$ cat src/rtl/core/assert_macros.svh
// Assertion macros used by the top-level RTL file of the tap classifier.
`ifndef ASSERT_MACROS_SVH
`define ASSERT_MACROS_SVH

`ifndef SYNTHESIS
// property must hold at every clock edge outside reset
`define ASSERT_PROP(lbl, prop, msg) \
  lbl: assert property (@(posedge clk_i) disable iff (!rst_ni) (prop)) else $error(msg);
// condition must never be true outside reset
`define ASSERT_NEVER(lbl, cond, msg) \
  lbl: assert property (@(posedge clk_i) disable iff (!rst_ni) !(cond)) else $error(msg);
`else
`define ASSERT_PROP(lbl, prop, msg)
`define ASSERT_NEVER(lbl, cond, msg)
`endif

`endif

$ cat src/rtl/core/tdhc_pkg.sv
// Shared types and constants of the tap / double-tap / hold classifier.
package tdhc_pkg;

  localparam int unsigned TsW   = 32;
  localparam int unsigned CfgW  = 16;
  localparam int unsigned AddrW = 4;
  localparam int unsigned DataW = 32;

  localparam logic [1:0] REG_HOLD   = 2'd0;
  localparam logic [1:0] REG_WINDOW = 2'd1;
  localparam logic [1:0] REG_PERIOD = 2'd2;

  localparam logic [CfgW-1:0] HOLD_RST   = 16'd300;
  localparam logic [CfgW-1:0] WINDOW_RST = 16'd250;
  localparam logic [CfgW-1:0] PERIOD_RST = 16'd150;

  localparam logic DIR_LEFT  = 1'b0;
  localparam logic DIR_RIGHT = 1'b1;

  typedef enum logic [2:0] {
    ST_IDLE,
    ST_FIRST_PRESS,
    ST_WAIT_SECOND,
    ST_LEFT_REPEAT,
    ST_RIGHT_REPEAT
  } gesture_e;

  typedef struct packed {
    logic [CfgW-1:0] hold_threshold_ms;
    logic [CfgW-1:0] tap_gap_ms;
    logic [CfgW-1:0] repeat_period_ms;
  } cfg_t;

endpackage

$ cat src/rtl/core/tdhc_cfg.sv
// Configuration register file with APB-style access.
module tdhc_cfg
  import tdhc_pkg::*;
(
  input  logic             clk_i,
  input  logic             rst_ni,
  input  logic             psel,
  input  logic             penable,
  input  logic             pwrite,
  input  logic [AddrW-1:0] paddr,
  input  logic [DataW-1:0] pwdata,
  output logic [DataW-1:0] prdata,
  output logic             pready,
  output cfg_t             cfg_o
);

  cfg_t       cfg_q;
  logic       wr_en;
  logic [1:0] reg_idx;

  assign pready  = 1'b1;
  assign wr_en   = psel & penable & pwrite & pready;
  assign reg_idx = paddr[AddrW-1:2];
  assign cfg_o   = cfg_q;

  always_ff @(posedge clk_i or negedge rst_ni) begin
    if (!rst_ni) begin
      cfg_q.hold_threshold_ms <= HOLD_RST;
      cfg_q.tap_gap_ms        <= WINDOW_RST;
      cfg_q.repeat_period_ms  <= PERIOD_RST;
    end else if (wr_en) begin
      case (reg_idx)
        REG_HOLD:   cfg_q.hold_threshold_ms <= pwdata[CfgW-1:0];
        REG_WINDOW: cfg_q.tap_gap_ms        <= pwdata[CfgW-1:0];
        REG_PERIOD: cfg_q.repeat_period_ms  <= pwdata[CfgW-1:0];
        default: ;
      endcase
    end
  end

  always_comb begin
    prdata = '0;
    case (reg_idx)
      REG_HOLD:   prdata = {{(DataW-CfgW){1'b0}}, cfg_q.hold_threshold_ms};
      REG_WINDOW: prdata = {{(DataW-CfgW){1'b0}}, cfg_q.tap_gap_ms};
      REG_PERIOD: prdata = {{(DataW-CfgW){1'b0}}, cfg_q.repeat_period_ms};
      default:    prdata = '0;
    endcase
  end

endmodule

$ cat src/rtl/core/tap_doubletap_hold_classifier.sv
// Top level: button gesture classifier emitting left/right commands.
// Each input transfer is one poll sample (button level, ms timestamp); it is
// registered, then classified by a gesture state machine whose result goes to
// an output register. One sample is taken every cycle unless a command stalls
// in the output register; a sample passes the input register and then the
// output register, which drives m_tvalid. The input stage stalls only while a
// finished command waits in the output register.
// Elapsed times are 32-bit modulo differences against the sample timestamps.
`include "assert_macros.svh"

module tap_doubletap_hold_classifier
  import tdhc_pkg::*;
(
  input  logic             clk_i,
  input  logic             rst_ni,
  input  logic             s_tvalid,
  output logic             s_tready,
  input  logic [39:0]      s_tdata,   // [0] button_pressed, [32:1] timestamp_ms, rest zero
  output logic             m_tvalid,
  input  logic             m_tready,
  output logic [7:0]       m_tdata,   // [0] direction, rest zero
  input  logic             psel,
  input  logic             penable,
  input  logic             pwrite,
  input  logic [AddrW-1:0] paddr,
  input  logic [DataW-1:0] pwdata,
  output logic [DataW-1:0] prdata,
  output logic             pready
);

  cfg_t cfg;

  tdhc_cfg u_cfg (
    .clk_i   (clk_i),
    .rst_ni  (rst_ni),
    .psel    (psel),
    .penable (penable),
    .pwrite  (pwrite),
    .paddr   (paddr),
    .pwdata  (pwdata),
    .prdata  (prdata),
    .pready  (pready),
    .cfg_o   (cfg)
  );

  // input stage
  logic           in_valid_q;
  logic           in_level_q;
  logic [TsW-1:0] in_ts_q;
  logic           adv;
  logic           s_xfer;

  // gesture state
  gesture_e       state_q, state_d;
  logic           prev_q;
  logic [TsW-1:0] press_q, rel_q, emit_time_q;

  // output stage
  logic           out_valid_q;
  logic           out_dir_q;

  logic           rise, fall;
  logic           hold_hit, expired, rep_hit;
  logic [TsW-1:0] press_elapsed, gap, rep_elapsed;
  logic           emit, dir, upd_press, upd_rel, upd_emit;

  assign adv      = in_valid_q & (~out_valid_q | m_tready);
  assign s_tready = ~in_valid_q | adv;
  assign s_xfer   = s_tvalid & s_tready;

  always_ff @(posedge clk_i or negedge rst_ni) begin
    if (!rst_ni) begin
      in_valid_q <= 1'b0;
    end else if (s_xfer) begin
      in_valid_q <= 1'b1;
    end else if (adv) begin
      in_valid_q <= 1'b0;
    end
  end

  always_ff @(posedge clk_i) begin
    if (s_xfer) begin
      in_level_q <= s_tdata[0];
      in_ts_q    <= s_tdata[TsW:1];
    end
  end

  assign rise = in_level_q & ~prev_q;
  assign fall = ~in_level_q & prev_q;

  assign press_elapsed = in_ts_q - press_q;
  assign gap           = in_ts_q - rel_q;
  assign rep_elapsed   = in_ts_q - emit_time_q;

  assign hold_hit = in_level_q &
                    (press_elapsed >= {{(TsW-CfgW){1'b0}}, cfg.hold_threshold_ms});
  assign expired  = gap > {{(TsW-CfgW){1'b0}}, cfg.tap_gap_ms};
  assign rep_hit  = rep_elapsed >= {{(TsW-CfgW){1'b0}}, cfg.repeat_period_ms};

  // next state
  always_comb begin
    state_d = state_q;
    case (state_q)
      ST_FIRST_PRESS: begin
        if (hold_hit) begin
          state_d = ST_LEFT_REPEAT;
        end else if (fall) begin
          state_d = ST_WAIT_SECOND;
        end
      end
      ST_WAIT_SECOND: begin
        if (rise && !expired) begin
          state_d = ST_RIGHT_REPEAT;
        end else if (expired) begin
          state_d = in_level_q ? ST_LEFT_REPEAT : ST_IDLE;
        end
      end
      ST_LEFT_REPEAT, ST_RIGHT_REPEAT: begin
        if (!in_level_q) begin
          state_d = ST_IDLE;
        end
      end
      default: begin
        state_d = rise ? ST_FIRST_PRESS : ST_IDLE;
      end
    endcase
  end

  // outputs and timestamp updates
  always_comb begin
    emit      = 1'b0;
    dir       = DIR_LEFT;
    upd_press = 1'b0;
    upd_rel   = 1'b0;
    upd_emit  = 1'b0;
    case (state_q)
      ST_FIRST_PRESS: begin
        emit     = hold_hit;
        upd_emit = hold_hit;
        upd_rel  = ~hold_hit & fall;
      end
      ST_WAIT_SECOND: begin
        if (rise && !expired) begin
          emit     = 1'b1;
          dir      = DIR_RIGHT;
          upd_emit = 1'b1;
        end else if (expired) begin
          emit     = 1'b1;
          upd_emit = in_level_q;
        end
      end
      ST_LEFT_REPEAT, ST_RIGHT_REPEAT: begin
        emit     = in_level_q & rep_hit;
        upd_emit = in_level_q & rep_hit;
        dir      = (state_q == ST_RIGHT_REPEAT) ? DIR_RIGHT : DIR_LEFT;
      end
      default: begin
        upd_press = rise;
      end
    endcase
  end

  always_ff @(posedge clk_i or negedge rst_ni) begin
    if (!rst_ni) begin
      state_q     <= ST_IDLE;
      prev_q      <= 1'b0;
      press_q     <= '0;
      rel_q       <= '0;
      emit_time_q <= '0;
    end else if (adv) begin
      state_q <= state_d;
      prev_q  <= in_level_q;
      if (upd_press) press_q     <= in_ts_q;
      if (upd_rel)   rel_q       <= in_ts_q;
      if (upd_emit)  emit_time_q <= in_ts_q;
    end
  end

  always_ff @(posedge clk_i or negedge rst_ni) begin
    if (!rst_ni) begin
      out_valid_q <= 1'b0;
    end else if (adv) begin
      out_valid_q <= emit;
    end else if (m_tready) begin
      out_valid_q <= 1'b0;
    end
  end

  always_ff @(posedge clk_i) begin
    if (adv && emit) begin
      out_dir_q <= dir;
    end
  end

  assign m_tvalid = out_valid_q;
  assign m_tdata  = {7'b0, out_dir_q};

  `ASSERT_PROP(a_out_stall_hold,
    out_valid_q && !m_tready |=> out_valid_q && $stable(out_dir_q),
    "stalled command changed")
  `ASSERT_PROP(a_repeat_held,
    (state_q == ST_LEFT_REPEAT || state_q == ST_RIGHT_REPEAT) |-> prev_q,
    "repeat state with button released")
  `ASSERT_PROP(a_first_press_held, (state_q == ST_FIRST_PRESS) |-> prev_q,
    "first press state with button released")
  `ASSERT_PROP(a_wait_released, (state_q == ST_WAIT_SECOND) |-> !prev_q,
    "wait state with button held")
  `ASSERT_PROP(a_out_from_sample, $rose(out_valid_q) |-> $past(adv),
    "output valid without a classified sample")

endmodule
$ cat config.mk
export PLATFORM = sky130hd
export DESIGN_NAME = tap_doubletap_hold_classifier
export DESIGN_NICKNAME = d
export VERILOG_FILES = /design/src/rtl/core/tdhc_pkg.sv /design/src/rtl/core/tdhc_cfg.sv /design/src/rtl/core/tap_doubletap_hold_classifier.sv
export VERILOG_INCLUDE_DIRS = /design/src /design/src/rtl/core
export SDC_FILE = /design/constraint.sdc
export NUM_CORES = 1
export LEC_CHECK = 0
export BUFFER_PORTS_ARGS = -buffer_cell sky130_fd_sc_hd__buf_4
export CAP_MARGIN = 10
export CELL_PAD_IN_SITES_DETAIL_PLACEMENT = 0
export CELL_PAD_IN_SITES_GLOBAL_PLACEMENT = 2
export CORE_ASPECT_RATIO = 1.5
export CORE_UTILIZATION = 41
export DETAILED_ROUTE_END_ITERATION = 6
export GPL_TIMING_DRIVEN = 0
export HOLD_SLACK_MARGIN = 0.15
export PLACE_DENSITY_LB_ADDON = 0.05
export SLEW_MARGIN = 0
export SYNTH_ARGS = -nofsm -noshare
export SYNTH_HDL_FRONTEND = slang
export SYNTH_SLANG_ARGS = --single-unit
$ cat constraint.sdc
create_clock -name clk_i -period 8.6 [get_ports clk_i]
set_input_delay 2.15 -clock clk_i [delete_from_list [all_inputs] [get_ports clk_i]]
set_output_delay 2.15 -clock clk_i [all_outputs]
set_load 0.01 [all_outputs]
Word level (Yosys, flattened, before mapping)
Cells that the tools add are included.

cells by class
  add/sub/neg operators = 3
  order comparisons = 3
  equality and inequality tests = 9
  mux-type cells = 24
  bitwise gates (word level) = 16
  reduce and logical (&&, ||, !) cells = 15

operator list
  kind                                                  count
  subtractor 32 bit                                     3
  greater-or-equal comparator 32 x 16 -> 1 bit          2
  case mux 16 bit (3 select lines)                      1
  > comparator 32 x 16 -> 1 bit                         1
  two-way mux 3 bit                                     5
  two-way mux 1 bit                                     13
  AND reduction 2 bit                                   6
  bitwise AND 1 bit                                     9
  case mux 3 bit (3 select lines)                       1
  equality test 3 x 2 -> 1 bit (second input constant)  2
  inequality test 3 bit (second input constant)         2
  case mux 1 bit (3 select lines)                       2
  NOT 1 bit                                             5
  AND reduction 4 bit                                   1
  nonzero test 2 bit                                    2
  OR reduction 4 bit                                    1
  equality test 3 x 1 -> 1 bit (second input constant)  1
  equality test 3 bit (second input constant)           1
  equality test 2 x 1 -> 1 bit (second input constant)  1
  equality test 2 bit (second input constant)           1
  logical AND 1 bit                                     2
  logical NOT 2 bit                                     1
  two-way mux 2 bit                                     1
  inequality test 2 bit (second input constant)         1
  other kinds (4)                                       5

word-level totals
  bits in registers = 184
  input port bits = 83
  output and inout bits = 43
  logic and storage cells = 83

Logic depth before layout (Yosys ltp)
Gate-level depths: netlist of the first run.

  word-level depth = 7
  mapped depth = 25

Cells and area by module
A second synthesis of the first run with hierarchy kept.

second synthesis, totals
  cells, all modules = 1619
  area, all modules = 14960.6 um^2

by module, submodules not included
  module                         times used  cells an instance  area an instance (um^2)
  tap_doubletap_hold_classifier  1           1441               12610.8
  tdhc_cfg                       1           178                2349.8

Worst setup path before layout of the first run
No wires, ideal clock.

  kind = input to output
  start point = input paddr[2]
  end point = output prdata[10]
  arrival = 3.430 ns
  required time = 6.450 ns
  path slack = 3.020 ns
  cell stages on the path = 4
  path through = clkbuf_1 > buf_1 > mux2i_1 > o21ai_0

on the way
  cells in the longest elaborated chain, start to end = 2
  elaborated cells on any way between the ends = 4
  those cells by class = eq/ne (2); mux (1); reduce/logical (1)

ends and longest elaborated chain
  what                                               line                                 text
  start: declaration                                 tap_doubletap_hold_classifier.sv:25  input logic [AddrW-1:0] paddr,
  equality test 2 bit, or another cell as far along  tdhc_cfg.sv:43                       case (reg_idx)
  case mux 16 bit (3 select lines) *                 tdhc_cfg.sv:43
  end: declaration                                   tap_doubletap_hold_classifier.sv:27  output logic [DataW-1:0] prdata,

Mark *: on every way between the ends. The rest lies on a longest branch, timed or not.

Worst setup path after layout of the first run
  start point = register in_ts_q[1]
  end point = register emit_time_q[29]

on the way
  cells in the longest elaborated chain, start to end = 7
  elaborated cells on any way between the ends = 14
  those cells by class = add/sub (3); order compare (3); mux (3); bitwise (2); reduce/logical (3)

ends and longest elaborated chain
  what                                    line                                  text
  start: declaration                      tap_doubletap_hold_classifier.sv:49   logic [TsW-1:0] in_ts_q;
  start signal: assignment                tap_doubletap_hold_classifier.sv:84   in_ts_q <= s_tdata[TsW:1];
  subtractor 32 bit                       tap_doubletap_hold_classifier.sv:92   assign gap = in_ts_q - rel_q;
  > comparator 32 x 16 -> 1 bit           tap_doubletap_hold_classifier.sv:97   assign expired = gap > {{(TsW-CfgW){1'b0}}, cfg.tap_gap_ms};
  logical NOT 1 bit                       tap_doubletap_hold_classifier.sv:143  if (rise && !expired) begin
  logical AND 1 bit                       tap_doubletap_hold_classifier.sv:143
  two-way mux 1 bit                       tap_doubletap_hold_classifier.sv:143
  case mux 1 bit (3 select lines) *       tap_doubletap_hold_classifier.sv:136  case (state_q)
  AND reduction 2 bit (no source line) *  n/a
  end signal: assignment                  tap_doubletap_hold_classifier.sv:175  if (upd_emit) emit_time_q <= in_ts_q;
  end: declaration                        tap_doubletap_hold_classifier.sv:56   logic [TsW-1:0] press_q, rel_q, emit_time_q;

Marks and branches as above.
A chain may end at the register's enable or synchronous reset.

==> results of run 1 <==
-- critical path, cell delays in order, from the launching register on --
cell                        delay (ps)
sky130_fd_sc_hd__edfxtp_1          560
sky130_fd_sc_hd__inv_1             270
sky130_fd_sc_hd__fa_1              510
sky130_fd_sc_hd__nand2b_1          200
sky130_fd_sc_hd__a21oi_1           350
sky130_fd_sc_hd__nor2_1             90
sky130_fd_sc_hd__a21oi_1           200
sky130_fd_sc_hd__a21oi_1           100
sky130_fd_sc_hd__o21bai_1          200
sky130_fd_sc_hd__nand3_1           100
sky130_fd_sc_hd__nand2_1            80
sky130_fd_sc_hd__xor2_1             70
sky130_fd_sc_hd__ha_1              180
sky130_fd_sc_hd__a21o_1            150
sky130_fd_sc_hd__a32oi_1           220
sky130_fd_sc_hd__o311ai_0          200
sky130_fd_sc_hd__nor3_1            220
sky130_fd_sc_hd__o2111ai_1         110
sky130_fd_sc_hd__or4_1             530
sky130_fd_sc_hd__nor4_1            320
sky130_fd_sc_hd__nand4_1           200
sky130_fd_sc_hd__o31ai_4           370
sky130_fd_sc_hd__a31oi_4           280
sky130_fd_sc_hd__buf_6             260
sky130_fd_sc_hd__mux2_4            310
-- routing by layer --
metal / wire length [microns] / up-vias / global-route usage [%]
li1: - / 5989 / -
met1: 17440 / 5738 / 27.52
met2: 23100 / 226 / 46.30
met3: 1096 / 56 / 2.616
met4: 1719 / 0 / 11.40
met5: 0 / - / 0
-- power by group through the flow --
stage                     logic, uW  clock network, uW  registers [uW]
after floorplan                3040                  0            1350
after global placement         3980                  0            1410
after detailed placement       4010                  0            1420
after CTS                      4040                840            1410
after global routing           4520                867            1450
final                          4020                814            1410
-- logic make-up (layout without fill, tap and decap cells) --
kind of cell / after synthesis / after routing / synth area share (%)
compound gates: 437 / 437 / 19.44
xor+xnor: 58 / 58 / 3.477
fa+ha+maj: 144 / 144 / 12.49
buf+inv: 237 / 346 / 6.937
flops: 184 / 184 / 32.80
mux: 134 / 134 / 10.89
other cells: 2 / 24 / 0.05141
simple gates: 417 / 417 / 13.91
-- layout make-up --
class | instances | share of cell area (%)
multi-input combinational | 1214 | 53.92
clock buffer | 22 | 2.953
tap | 473 | 3.591
buffer | 78 | 2.528
sequential | 184 | 29.07
inverter | 159 | 3.621
timing repair buffer | 77 | 3.651
clock inverter | 10 | 0.6604
-- registers in the layout (all words and copies together) (netlist names) --
signal / cells
u_cfg.cfg_o: 48
emit_time_q: 32
in_ts_q: 32
press_q: 32
rel_q: 32
state_q: 3
in_level_q: 1
in_valid_q: 1
m_tvalid: 1
out_dir_q: 1
prev_q: 1
-- stage by stage --
stage          cell area [sq um]  hold WS, ps
2_1_floorplan              14690        449.8
3_3_place_gp               15850        464.7
3_5_place_dp               15890        472.0
4_1_cts                    16480        489.7
5_1_grt                    16480        513.8
6_report                   16480        486.6
-- how the worst min path moves through the flow --
stage               depth (start not counted)                    from  slack, ps                      to
floorplan                                   2  press_q[1]$_DFFE_PN0P_        450  press_q[1]$_DFFE_PN0P_
global placement                            2  press_q[1]$_DFFE_PN0P_        460  press_q[1]$_DFFE_PN0P_
detailed placement                          2  press_q[1]$_DFFE_PN0P_        470  press_q[1]$_DFFE_PN0P_
CTS                                         2  press_q[1]$_DFFE_PN0P_        490  press_q[1]$_DFFE_PN0P_
global route                                1   rel_q[30]$_DFFE_PN0P_        510   rel_q[30]$_DFFE_PN0P_
finish                                      2  press_q[1]$_DFFE_PN0P_        490  press_q[1]$_DFFE_PN0P_
-- Yosys cell counts (all sizes together), types with 12 or more instances --
| library cell | count |
|---|---|
| nand3 | 24 |
| dfrtp | 136 |
| ha | 141 |
| a211oi | 18 |
| or2 | 13 |
| a21o | 40 |
| nand4 | 28 |
| mux2 | 113 |
| a21oi | 109 |
| o21ai | 125 |
| buf | 35 |
| o211ai | 12 |
| clkbuf | 43 |
| dfstp | 14 |
| o21a | 25 |
| nor2 | 65 |
| nand2b | 18 |
| and2 | 13 |
| nor2b | 15 |
| mux2i | 21 |
| xnor2 | 35 |
| nor3 | 28 |
| inv | 159 |
| xor2 | 23 |
| nand2 | 157 |
| edfxtp | 34 |
| or3 | 15 |
==> flow_results.org, run 1 <==
** STA
- The final number of max-transition violations was 0.
- Sum of negative setup slack :: 0 ps
- Clock skew on the completed layout was measured at 13.84 ps.
- Setup violations, final :: 0
- Relative slew slack :: 44.43%
- Maximum clock frequency :: 160.5 MHz
- Setup repair after global routing left no endpoint under its margin.
- For the pin with the worst max-slew slack, the measured transition is 833.6 ps.
- After layout, the minimum clock period comes to 6231 ps.
- After layout, the worst path uses 72.46% of the clock period.
- The final count of hold timing violations was 0.
- After layout, the worst setup slack is 2369 ps.

** Worst setup path
- Critical path arrival :: 6580 ps
- Data required, critical path :: 8950 ps
- The worst register-to-register path has a setup slack of 2370 ps.
- By startpoint and endpoint, the worst setup path is classified as flip-flop to flip-flop.
- The most critical setup path has its endpoint at emit_time_q[29]$_DFFE_PN0P_.
- The worst setup path is captured at a flip-flop.
- The endpoint identified for the worst register-to-register timing path is emit_time_q[29]$_DFFE_PN0P_.
- Launching element type of the critical path :: flip-flop
- R2R Path Start :: in_ts_q[1]$_DFFE_PP_
- Critical path launch point :: in_ts_q[1]$_DFFE_PP_
- Length in cells of the worst reg-to-reg path :: 24
- Crit-path max FO :: 10

** Synth
- Post-synthesis sequential area ratio :: 32.80%
- The cell count after synthesis came out at 1613.
- Synthesized cell area :: 14610 sq um
- Warnings, synthesis :: 0
- Share of the synthesized area in the top cell type :: 23.30%
- Cell types with the largest area share after synthesis :: sky130_fd_sc_hd__dfrtp_1, sky130_fd_sc_hd__ha_1, sky130_fd_sc_hd__edfxtp_1
- After synthesis, the share of flip-flops with an asynchronous set or reset is 81.52%.
- Top FF cell, synth :: sky130_fd_sc_hd__dfrtp_1
- The synthesized design contains 184 register bits.
- The synthesized design contains 34 enable-type register cells.
- Leading area contributor after synthesis :: sky130_fd_sc_hd__dfrtp_1
- Distinct cell type count after synthesis :: 86
- Average size of a mapped cell :: 9.057 sq um

** Finish
- The finished layout holds 2217 standard cells, fillers aside.
- The filler cells instantiated in the layout total 3573.
- In the final design database the tool counted 1958 nets.
- Commonest non-fill, non-tap cell in the layout :: sky130_fd_sc_hd__inv_1
- The number of antenna diodes in the final layout is 0.
- For this run, the share of the core covered by cells in the final layout is 46.95%.
- Area taken by multi-input logic gates :: 8887 sq um
- From synthesis to final layout, the design area changed by 12.82%.
- Commonest cells after routing, fill and taps aside :: sky130_fd_sc_hd__inv_1, sky130_fd_sc_hd__nand2_1, sky130_fd_sc_hd__ha_1
- Summing all flip-flop and latch instances after layout gives 4792 sq um.
- Share of cells above drive strength 1 :: 17.03%

** Clocking
- CTS tree :: yes
- The clock tree synthesis step divided the H-tree into 4 levels.
- The clock reaches the later pin of the worst-skew pair after 460 ps.
- The number of clock buffers added by TritonCTS is 17.
- For this design, the sink count on the clock tree is 184.
- Post-CTS repair changed the size of 0 cells.
- Clock tree synthesis selected as its root buffer the cell sky130_fd_sc_hd__clkbuf_16.
- Number of buffers on the longest clock path :: 2
- After clock tree synthesis, the setup repair step added 0 buffers.
- Quantity of hold-fixing buffers added after cts :: 0
- Clock slew seen by the registers of the worst setup and hold paths :: 80 ps

** Power and ir drop
- Cell internal power was estimated by the tool at 3358 uW.
- Clk pwr share :: 13.0%
- Logic gate share of total power :: 64.4%
- Overall power consumption after layout is estimated at 6236 uW.
- Net Sw Power :: 2878 uW
- Of the total power, registers draw 22.6%.
- Max rail drop VDD :: 0.1487 mV
- In this run switching power makes up 46.16% of total power.
- Leakage power figure :: 0.007425 uW
- In this run the power density over the cells is 378.4 nW/um^2.

** Flow run
- Number of violations of the max-capacitance limit :: 0

** GRT
- Entering global routing, the biggest net connects 91 pins.
- Vias in the first global route :: 11730
- Total gr overflow :: 0
- Wire length of the first global-routing pass :: 66950 microns
- Number of antenna violations at the first check in global routing :: 0
- Total track usage :: 24.65%

** Min path
- Path type of the worst min-delay path :: flip-flop to flip-flop

** Detailed routing
- Wires add up to 43350 microns.
- Once detail routing completed, the nets flagged for antenna violations numbered 0.
- After detailed routing, the number of remaining DRC violations is 0.
- Average vias per placed instance :: 5.417
- Final routed wire length divided by cell count :: 19.55 microns
- Length of the first detailed-routing pass in iterations :: 5
- DRC violation total after the first TritonRoute iteration :: 510
- Summing over every cut layer, the via total after detailed routing is 12010.

** Floorplanning
- The die covers 36410 sq um.
- Number of I/O pins :: 126
- In this run the horizontal extent of the chip is 156.1 microns.
- After floorplanning, the core was divided into 84 placement rows.
- Measured along the y axis, the die boundary spans 233.2 microns.
- Effective utilization at floorplan :: 41.62%
- Placeable core area :: 35100 sq um

** Place
- Port Buffers :: 76
- At the placement stage, the worst setup path has a slack of 2255 ps.
- Routability-driven placement congestion ratio :: 0.8745
- Dpl cells :: 2185
- Post-detail-place hpwl :: 35760 microns

** Status
- The flow ran to the end, and the final reports show no timing, DRC or antenna violations.
No activity file was read; power rests on OpenSTA's default activity.
==> inputs of run 2 (changes only) <==
- CORE_UTILIZATION: 41 -> 35
- clock period: 8.6 -> 5.5 ns (I/O delays scaled with it)
==> run 2 against run 1 <==
Against the previous run: global-route usage down 1.8 points; final cell count rose by 5.5%; count of clock-buffer cells in the layout down 3; routed wire length is 9.3% higher; first-iteration DRC count is 22% higher; clock power up 65%; sequential share of layout area down 1.4 points.
==> flow_results.org, run 2 (synthesis results as in run 1) <==
** Clocking
- The clock latency on the worst-skew pair was 470 ps (was 460 ps).
- The total clock sinks is 184 (unchanged).
- The library cell used as clock root buffer is sky130_fd_sc_hd__clkbuf_16 (unchanged).
- The CTS tree is yes (unchanged).
- The total CTS buffers was 17 (unchanged).
- Clock slew seen by the registers of the worst setup and hold paths :: 80 ps (about the same)
- The count of hold-fix buffers inserted at cts came to 0 (unchanged).
- Maximum level of the CTS H-tree :: 4 (unchanged)
- Number of buffers on the longest clock path :: 2 (unchanged)

** Detailed routing
- DRC violation total after the first TritonRoute iteration :: 624 (was 510)
- The total vias in the final route was 12270 (was 12010).
- The average routed wire per standard cell came to 20.24 microns (was 19.55 microns).
- The average via count per standard cell came to 5.244 (was 5.417).
- The DRC violation count after routing came to 0 (unchanged).
- The first-pass iteration count of the detailed router came to 5 (unchanged).
- Number of antenna-violating nets in the routed design :: 0 (unchanged)
- The total wire length after detailed routing is 47370 microns (was 43350 microns).

** STA
- The minimum hold slack is 496.5 ps (was 486.6 ps).
- The post-route fraction of the period consumed by the critical path came to 98.05% (was 72.46%).
- The time the worst path needs with I/O delays and setup is 5393 ps (was 6231 ps).
- Relative slew slack :: 43.54% (was 44.43%)
- The post-route clock skew came to 16.56 ps (was 13.84 ps).
- Setup violations, final :: 0 (unchanged)
- RSZ-0062 raised after global routing: yes (was no).
- Final Hold Fails :: 0 (unchanged)
- Maximum clock frequency :: 185.4 MHz (was 160.5 MHz)
- Slew at the pin closest to its max-slew limit :: 846.9 ps (was 833.6 ps)
- Max Slew Vio Count :: 0 (unchanged)

** Worst setup path
- R2R Path Start :: in_ts_q[3]$_DFFE_PP_ (was in_ts_q[1]$_DFFE_PP_)
- Path type of the worst setup path :: flip-flop to flip-flop (unchanged)
- The top fanout value on the critical path is 5 (was 10).
- Crit. End Element :: flip-flop (unchanged)
- Data required, critical path :: 5840 ps (was 8950 ps)
- The arrival time of data at the critical path endpoint was 5730 ps (was 6580 ps).
- The destination of the worst register-to-register timing path is emit_time_q[30]$_DFFE_PN0P_ (was emit_time_q[29]$_DFFE_PN0P_).
- Launching element type of the critical path :: flip-flop (unchanged)
- The setup slack on the worst flop-to-flop path is 110 ps (was 2370 ps).
- The depth of the worst register-to-register path is 22 (was 24).

** Min path
- Number of instances on the worst hold path :: 2 (unchanged)
- The endpoint of the worst hold path was press_q[1]$_DFFE_PN0P_ (unchanged).
- Path type of the worst min-delay path :: flip-flop to flip-flop (unchanged)
- Startpoint of the most critical hold path :: press_q[1]$_DFFE_PN0P_ (unchanged)

** Power and ir drop
- Leakage power figure :: 0.007701 uW (was 0.007425 uW)
- Max rail drop VDD :: 0.2516 mV (was 0.1487 mV)
- The total power density per cell area is 594.8 nW/um^2 (was 378.4 nW/um^2).

** Finish
- The number of diodes came to 0 (unchanged).
- Number of flip-flops under the largest register name :: 48 (unchanged)
- The share of final-layout standard cells stronger than drive strength 1 was 21.60% (was 17.03%).
- The utilization of the core after routing was 42.11% (was 46.95%).
- The post-layout net count is 1996 (was 1958).
- Commonest cells after routing, fill and taps aside :: sky130_fd_sc_hd__inv_1, sky130_fd_sc_hd__nand2_1, sky130_fd_sc_hd__buf_4, sky130_fd_sc_hd__dfrtp_1, sky130_fd_sc_hd__ha_1 (was sky130_fd_sc_hd__inv_1, sky130_fd_sc_hd__nand2_1, sky130_fd_sc_hd__ha_1)
- Layout fillers :: 4189 (was 3573)
- Layout-stage area growth over the synthesis result :: 18.48% (was 12.82%)

** Floorplanning
- Overall die width :: 168.8 microns (was 156.1 microns)
- The die footprint is 42580 sq um (was 36410 sq um).
- Number of I/O pins :: 126 (unchanged)
- The total number of placement rows is 91 (was 84).
- The chip height came to 252.2 microns (was 233.2 microns).
- The starting density of the core was 35.54% (was 41.62%).
- Placeable core area :: 41100 sq um (was 35100 sq um)

** GRT
- Wire length of the first global-routing pass :: 71900 microns (was 66950 microns)
- Number of antenna violations at the first check in global routing :: 0 (unchanged)
- Vias in the first global route :: 12300 (was 11730)
- Largest net degree at the start of global routing :: 90 (was 91)
- Total gr overflow :: 0 (unchanged)
- The global router's overall resource usage is 22.81% (was 24.65%).

** Place
- Post-detail-place hpwl :: 37890 microns (was 35760 microns)
- Port Buffers :: 76 (unchanged)
- The routability congestion estimate is 0.8657 (was 0.8745).

** Status
- Outcome :: complete, no violations (unchanged)

** Flow run
- Number of violations of the max-capacitance limit :: 0 (unchanged)
==> run 2: how the worst max path moves through the flow <==
stage | cells past startpoint | slack [ps] | to | from
finish | 22 | 110 | emit_time_q[30]$_DFFE_PN0P_ | in_ts_q[3]$_DFFE_PP_
CTS | 27 | 3 | emit_time_q[10]$_DFFE_PN0P_ | in_ts_q[0]$_DFFE_PP_
global placement | 24 | -900 | emit_time_q[26]$_DFFE_PN0P_ | in_ts_q[1]$_DFFE_PP_
global route | 27 | -60 | emit_time_q[18]$_DFFE_PN0P_ | in_ts_q[0]$_DFFE_PP_
detailed placement | 24 | -880 | emit_time_q[25]$_DFFE_PN0P_ | in_ts_q[1]$_DFFE_PP_
floorplan | 24 | 590 | emit_time_q[10]$_DFFE_PN0P_ | in_ts_q[1]$_DFFE_PP_
==> run 2: timing repair <==
action	in CTS	in global routing
setup buffers	25	14
cloned	1	0
setup endpoints to repair	34	35
pin swaps	14	34
gates resized for setup	43	29
hold endpoints to repair	0	0
==> run 2: final cells by class <==
| type | instances | area, sq um | share of cell area (%) |
|---|---|---|---|
| Buffer | 76 | 435.4 | 2.516 |
| Inverter | 159 | 601.8 | 3.477 |
| Multi-Input combinational cell | 1214 | 9185 | 53.06 |
| Clock buffer | 19 | 454.2 | 2.624 |
| Sequential cell | 184 | 4792 | 27.69 |
| Tap cell | 558 | 698.2 | 4.034 |
| Timing Repair Buffer | 117 | 959.7 | 5.544 |
| Clock inverter | 13 | 182.7 | 1.055 |
==> run 2: metal layers <==
metal / global-route usage (%) / vias to the layer above / part of all wire (%)
li1: - / 6089 / -
met1: 24.53 / 5892 / 39
met2: 42.66 / 223 / 53
met3: 2.756 / 68 / 2.5
met4: 12.96 / 0 / 5.3
met5: 0 / - / 0
==> run 2: metrics by stage <==
| stage | instance area [sq um] | TNS [ps] | total power [uW] | instances | setup slack, ps |
|---|---|---|---|---|---|
| 2_1_floorplan | 14690 | 0 | 6866 | 1635 | 585.2 |
| 3_3_place_gp | 15960 | -28690 | 8551 | 2269 | -904.8 |
| 3_5_place_dp | 16000 | -27710 | 8586 | 2270 | -876.9 |
| 4_1_cts | 17070 | 0 | 10220 | 2328 | 2.578 |
| 5_1_grt | 17310 | -1476 | 11250 | 2340 | -63.02 |
| 6_report | 17310 | 0 | 10300 | 2340 | 107.2 |
==> run 2: worst max-delay path: stages (launching register included) <==
cell and delay, ps:
sky130_fd_sc_hd__edfxtp_1 400, sky130_fd_sc_hd__buf_4 180, sky130_fd_sc_hd__ha_2 340, sky130_fd_sc_hd__a21o_1 200
sky130_fd_sc_hd__a21oi_2 240, sky130_fd_sc_hd__a211oi_4 140, sky130_fd_sc_hd__a311oi_2 350, sky130_fd_sc_hd__xnor2_1 170
sky130_fd_sc_hd__ha_1 260, sky130_fd_sc_hd__a21o_1 190, sky130_fd_sc_hd__a32oi_2 230, sky130_fd_sc_hd__o311ai_2 150
sky130_fd_sc_hd__nor3_2 120, sky130_fd_sc_hd__o2111ai_1 130, sky130_fd_sc_hd__or4_4 520, sky130_fd_sc_hd__nor4_4 280
sky130_fd_sc_hd__nand4_1 180, sky130_fd_sc_hd__o31ai_4 240, sky130_fd_sc_hd__buf_12 150, sky130_fd_sc_hd__a31oi_4 140
sky130_fd_sc_hd__buf_12 180, sky130_fd_sc_hd__buf_12 140, sky130_fd_sc_hd__mux2_4 290
==> run 2: where the power goes <==
| group | internal, uW | leakage (uW) | switching [uW] |
|---|---|---|---|
| combinational | 2890 | 0.00526 | 3870 |
| clock | 756 | 0.000312 | 587 |
| sequential | 1890 | 0.00213 | 300 |
==> inputs of run 3 (changes only) <==
- SETUP_SLACK_MARGIN: default -> 0.15
==> run 3 against run 2 <==
Against the previous run: first-iteration DRC count up 11%; routed wire length up 0.34%; hold slack worse by 2.0 ps; setup slack better by 95 ps; utilization up 0.35 points; clock skew about the same; combinational power up 1%; global-route usage about the same; register-to-register slack better by 90 ps; total power up 0.95%; die area unchanged; clock power about the same.
==> flow_results.org, run 3 (synthesis results as in run 1) <==
** Worst setup path
- Category of cells accounting for the largest share of critical-path delay :: compound AO/OA/AOI/OAI gates (unchanged)
- Launching element type of the critical path :: flip-flop (unchanged)
- The depth of the worst register-to-register path was 20 (was 22).
- The setup slack on the worst flop-to-flop path came to 200 ps (was 110 ps).
- Critical Path Most Common Cell :: sky130_fd_sc_hd__buf_12 (unchanged)
- The top fanout value on the critical path came to 5 (unchanged).
- CP max stage delay :: 540 ps (was 520 ps)
- The launching point of the worst reg2reg path is in_ts_q[4]$_DFFE_PP_ (was in_ts_q[3]$_DFFE_PP_).
- Crit. End Element :: flip-flop (unchanged)
- RR Endpoint :: emit_time_q[16]$_DFFE_PN0P_ (was emit_time_q[30]$_DFFE_PN0P_)
- The slowest stage cell on the critical path is sky130_fd_sc_hd__edfxtp_1 (was sky130_fd_sc_hd__or4_4).
- The data required time of the critical path was 5840 ps (about the same).
- CP Cell Sequence: ha_2, o2111ai_4, a211oi_4, a311oi_2, xnor2_1, ha_1, a21o_1, a32oi_2, o311ai_2, nor3_2, o2111ai_1, or4_1, nor4_2, nand4_1, o31ai_4, buf_12, a31oi_4, buf_12, clkbuf_16, mux2_4 (was buf_4, ha_2, a21o_1, a21oi_2, a211oi_4, a311oi_2, xnor2_1, ha_1, a21o_1, a32oi_2, o311ai_2, nor3_2, o2111ai_1, or4_4, nor4_4, nand4_1, o31ai_4, buf_12, a31oi_4, buf_12, buf_12, mux2_4).
- Critical path arrival :: 5640 ps (was 5730 ps)
- Path type of the worst setup path :: flip-flop to flip-flop (unchanged)
- Worst path bufs/invs :: 3 (was 4)

** Floorplanning
- Number of I/O pins :: 126 (unchanged)
- The chip height is 252.2 microns (unchanged).
- Number of cell rows :: 91 (unchanged)
- The horizontal die dimension came to 168.8 microns (unchanged).
- Effective utilization at floorplan :: 35.54% (unchanged)
- Die Footprint :: 42580 sq um (unchanged)
- Placeable core area :: 41100 sq um (unchanged)

** GRT
- The largest net degree at the start of global routing is 90 (unchanged).
- Vias in the first global route :: 12330 (was 12300)
- The sum of overflow across all layers after global routing came to 0 (unchanged).
- Total track usage :: 22.84% (was 22.81%)
- Wire length of the first global-routing pass :: 71990 microns (was 71900 microns)
- The number of antenna violations at the first check in global routing came to 0 (unchanged).

** Finish
- Commonest cells after routing, fill and taps aside: sky130_fd_sc_hd__inv_1, sky130_fd_sc_hd__nand2_1, sky130_fd_sc_hd__buf_4 (was sky130_fd_sc_hd__inv_1, sky130_fd_sc_hd__nand2_1, sky130_fd_sc_hd__buf_4, sky130_fd_sc_hd__dfrtp_1, sky130_fd_sc_hd__ha_1).
- Share of cells above drive strength 1 :: 22.22% (was 21.60%)
- The number of diodes is 0 (unchanged).
- Layout-stage area growth over the synthesis result :: 19.48% (was 18.48%)
- Final core utilization :: 42.46% (was 42.11%)
- The post-layout net count was 2005 (was 1996).
- The area of all placed cells without fillers is 17450 sq um (was 17310 sq um).
- The number of flip-flops under the largest register name is 48 (unchanged).
- The number of standard cells in the layout, taps in and fillers out came to 2349 (was 2340).

** Clocking
- The library cell used as clock root buffer is sky130_fd_sc_hd__clkbuf_16 (unchanged).
- Quantity of hold-fixing buffers added after cts :: 0 (unchanged)
- The count of H-tree levels built during CTS came to 4 (unchanged).
- The CTS tree is yes (unchanged).
- The total CTS buffers came to 17 (unchanged).
- The buffer levels on the longest clock path was 2 (unchanged).
- Skew-Pair Late Insertion Delay :: 470 ps (about the same)
- Clock slew seen by the registers of the worst setup and hold paths :: 80 ps (about the same)
- Clock sink count :: 184 (unchanged)

** Detailed routing
- The average via count per standard cell is 5.228 (was 5.244).
- Drc violations :: 0 (unchanged)
- Number of antenna-violating nets in the routed design :: 0 (unchanged)
- The total vias in the final route came to 12280 (was 12270).
- Length of the first detailed-routing pass in iterations :: 5 (unchanged)
- DRC violation total after the first TritonRoute iteration :: 695 (was 624)
- Final routed wire length divided by cell count :: 20.23 microns (was 20.24 microns)
- The total wire length after detailed routing was 47530 microns (was 47370 microns).

** STA
- Least setup slack across all paths after layout :: 201.7 ps (was 107.2 ps)
- Final clock skew :: 16.39 ps (was 16.56 ps)
- The transition at the pin with the smallest max-transition slack was 852.9 ps (was 846.9 ps).
- The headroom to the max-slew limit came to 43.14% (was 43.54%).
- Post-layout minimum cycle time :: 5298 ps (was 5393 ps)
- Setup violations, final :: 0 (unchanged)
- The highest clock frequency the design can meet was 188.7 MHz (was 185.4 MHz).
- RSZ-0062 raised after global routing: yes (unchanged).
- Final Hold Fails :: 0 (unchanged)
- The final number of max-transition violations is 0 (unchanged).
- The post-route fraction of the period consumed by the critical path came to 96.33% (was 98.05%).

** Place
- The sum of net half-perimeters after detailed placement was 37890 microns (unchanged).
- The number of placed instances, taps included was 2270 (unchanged).
- The placed cell area came to 16000 sq um (unchanged).
- The post-placement worst setup slack was -876.9 ps (unchanged).
- Port Buffers :: 76 (unchanged)
- The routability congestion estimate is 0.8657 (unchanged).

** Min path
- The count of cells along the worst hold path came to 2 (unchanged).
- The launch instance of the worst min-delay path was press_q[0]$_DFFE_PN0P_ (was press_q[1]$_DFFE_PN0P_).
- Worst hold path endpoint :: press_q[0]$_DFFE_PN0P_ (was press_q[1]$_DFFE_PN0P_)
- Path type of the worst min-delay path :: flip-flop to flip-flop (unchanged)

** Power and ir drop
- The maximum vdd drop came to 0.2529 mV (was 0.2516 mV).
- The total power density per cell area came to 595.4 nW/um^2 (was 594.8 nW/um^2).
- The leakage component of the power was 0.007758 uW (was 0.007701 uW).

** Flow run
- Number of violations of the max-capacitance limit :: 0 (unchanged)

** Status
- Outcome: complete, no violations (unchanged).
[run 3: cell types whose count changed in the layout (fill, tap and decap cells not counted), sizes merged]
| cell | change |
|---|---|
| clkbuf | +3 |
| buf | +6 |
[run 3: cell type report]
class	count	area, sq um
multi-input cells	1214	9251
inverters	159	601.8
repair buffers	124	1030
flip-flops and latches	184	4792
clock inverters	13	182.7
fillers	4181	23650
clock buffers	19	454.2
plain buffers	78	444.2
well taps	558	698.2
[run 3: metal layers]
| metal | routed length (microns) | global-route usage [%] |
|---|---|---|
| met5 | 0 | 0 |
| met4 | 2453 | 12.96 |
| met1 | 18440 | 24.57 |
| met2 | 25410 | 42.70 |
| met3 | 1225 | 2.756 |
[run 3: worst max path at each step]
stage               cells past startpoint  slack (ps)            startpoint                           to
floorplan                              24         590  in_ts_q[1]$_DFFE_PP_  emit_time_q[10]$_DFFE_PN0P_
global placement                       24        -900  in_ts_q[1]$_DFFE_PP_  emit_time_q[26]$_DFFE_PN0P_
detailed placement                     24        -880  in_ts_q[1]$_DFFE_PP_  emit_time_q[25]$_DFFE_PN0P_
CTS                                    22         160  in_ts_q[1]$_DFFE_PP_  emit_time_q[10]$_DFFE_PN0P_
global route                           23         -20  in_ts_q[3]$_DFFE_PP_  emit_time_q[21]$_DFFE_PN0P_
finish                                 20         200  in_ts_q[4]$_DFFE_PP_  emit_time_q[16]$_DFFE_PN0P_
[run 3: repair_timing]
item                       CTS  global route
setup buffers               32            13
pin swaps                   26            16
resized for setup           53            31
cloned                       1             1
setup endpoints to repair   36            36
[run 3: where the power goes]
part	leakage, uW	total (uW)	internal [uW]	switching, uW
Clock	0.000312	1340	756	586
Sequential	0.00213	2190	1890	301
Combinational	0.00531	6860	2950	3910
[run 3: metrics by stage]
step           hold slack [ps]  setup TNS [ps]  power (uW)
3_5_place_dp             479.4          -27710        8586
3_3_place_gp             464.1          -28690        8551
5_1_grt                  512.4          -158.0       11350
4_1_cts                  496.6               0       10290
2_1_floorplan            449.8               0        6866
6_report                 494.6               0       10390
[run 3: worst reg2reg max path, cell delays in order, from the launching register on]
cell and delay [ps]:
sky130_fd_sc_hd__edfxtp_1 540, sky130_fd_sc_hd__ha_2 470, sky130_fd_sc_hd__o2111ai_4 180, sky130_fd_sc_hd__a211oi_4 440, sky130_fd_sc_hd__a311oi_2 200, sky130_fd_sc_hd__xnor2_1 200
sky130_fd_sc_hd__ha_1 260, sky130_fd_sc_hd__a21o_1 190, sky130_fd_sc_hd__a32oi_2 220, sky130_fd_sc_hd__o311ai_2 150, sky130_fd_sc_hd__nor3_2 190, sky130_fd_sc_hd__o2111ai_1 110
sky130_fd_sc_hd__or4_1 450, sky130_fd_sc_hd__nor4_2 200, sky130_fd_sc_hd__nand4_1 190, sky130_fd_sc_hd__o31ai_4 240, sky130_fd_sc_hd__buf_12 150, sky130_fd_sc_hd__a31oi_4 150
sky130_fd_sc_hd__buf_12 190, sky130_fd_sc_hd__clkbuf_16 160, sky130_fd_sc_hd__mux2_4 290
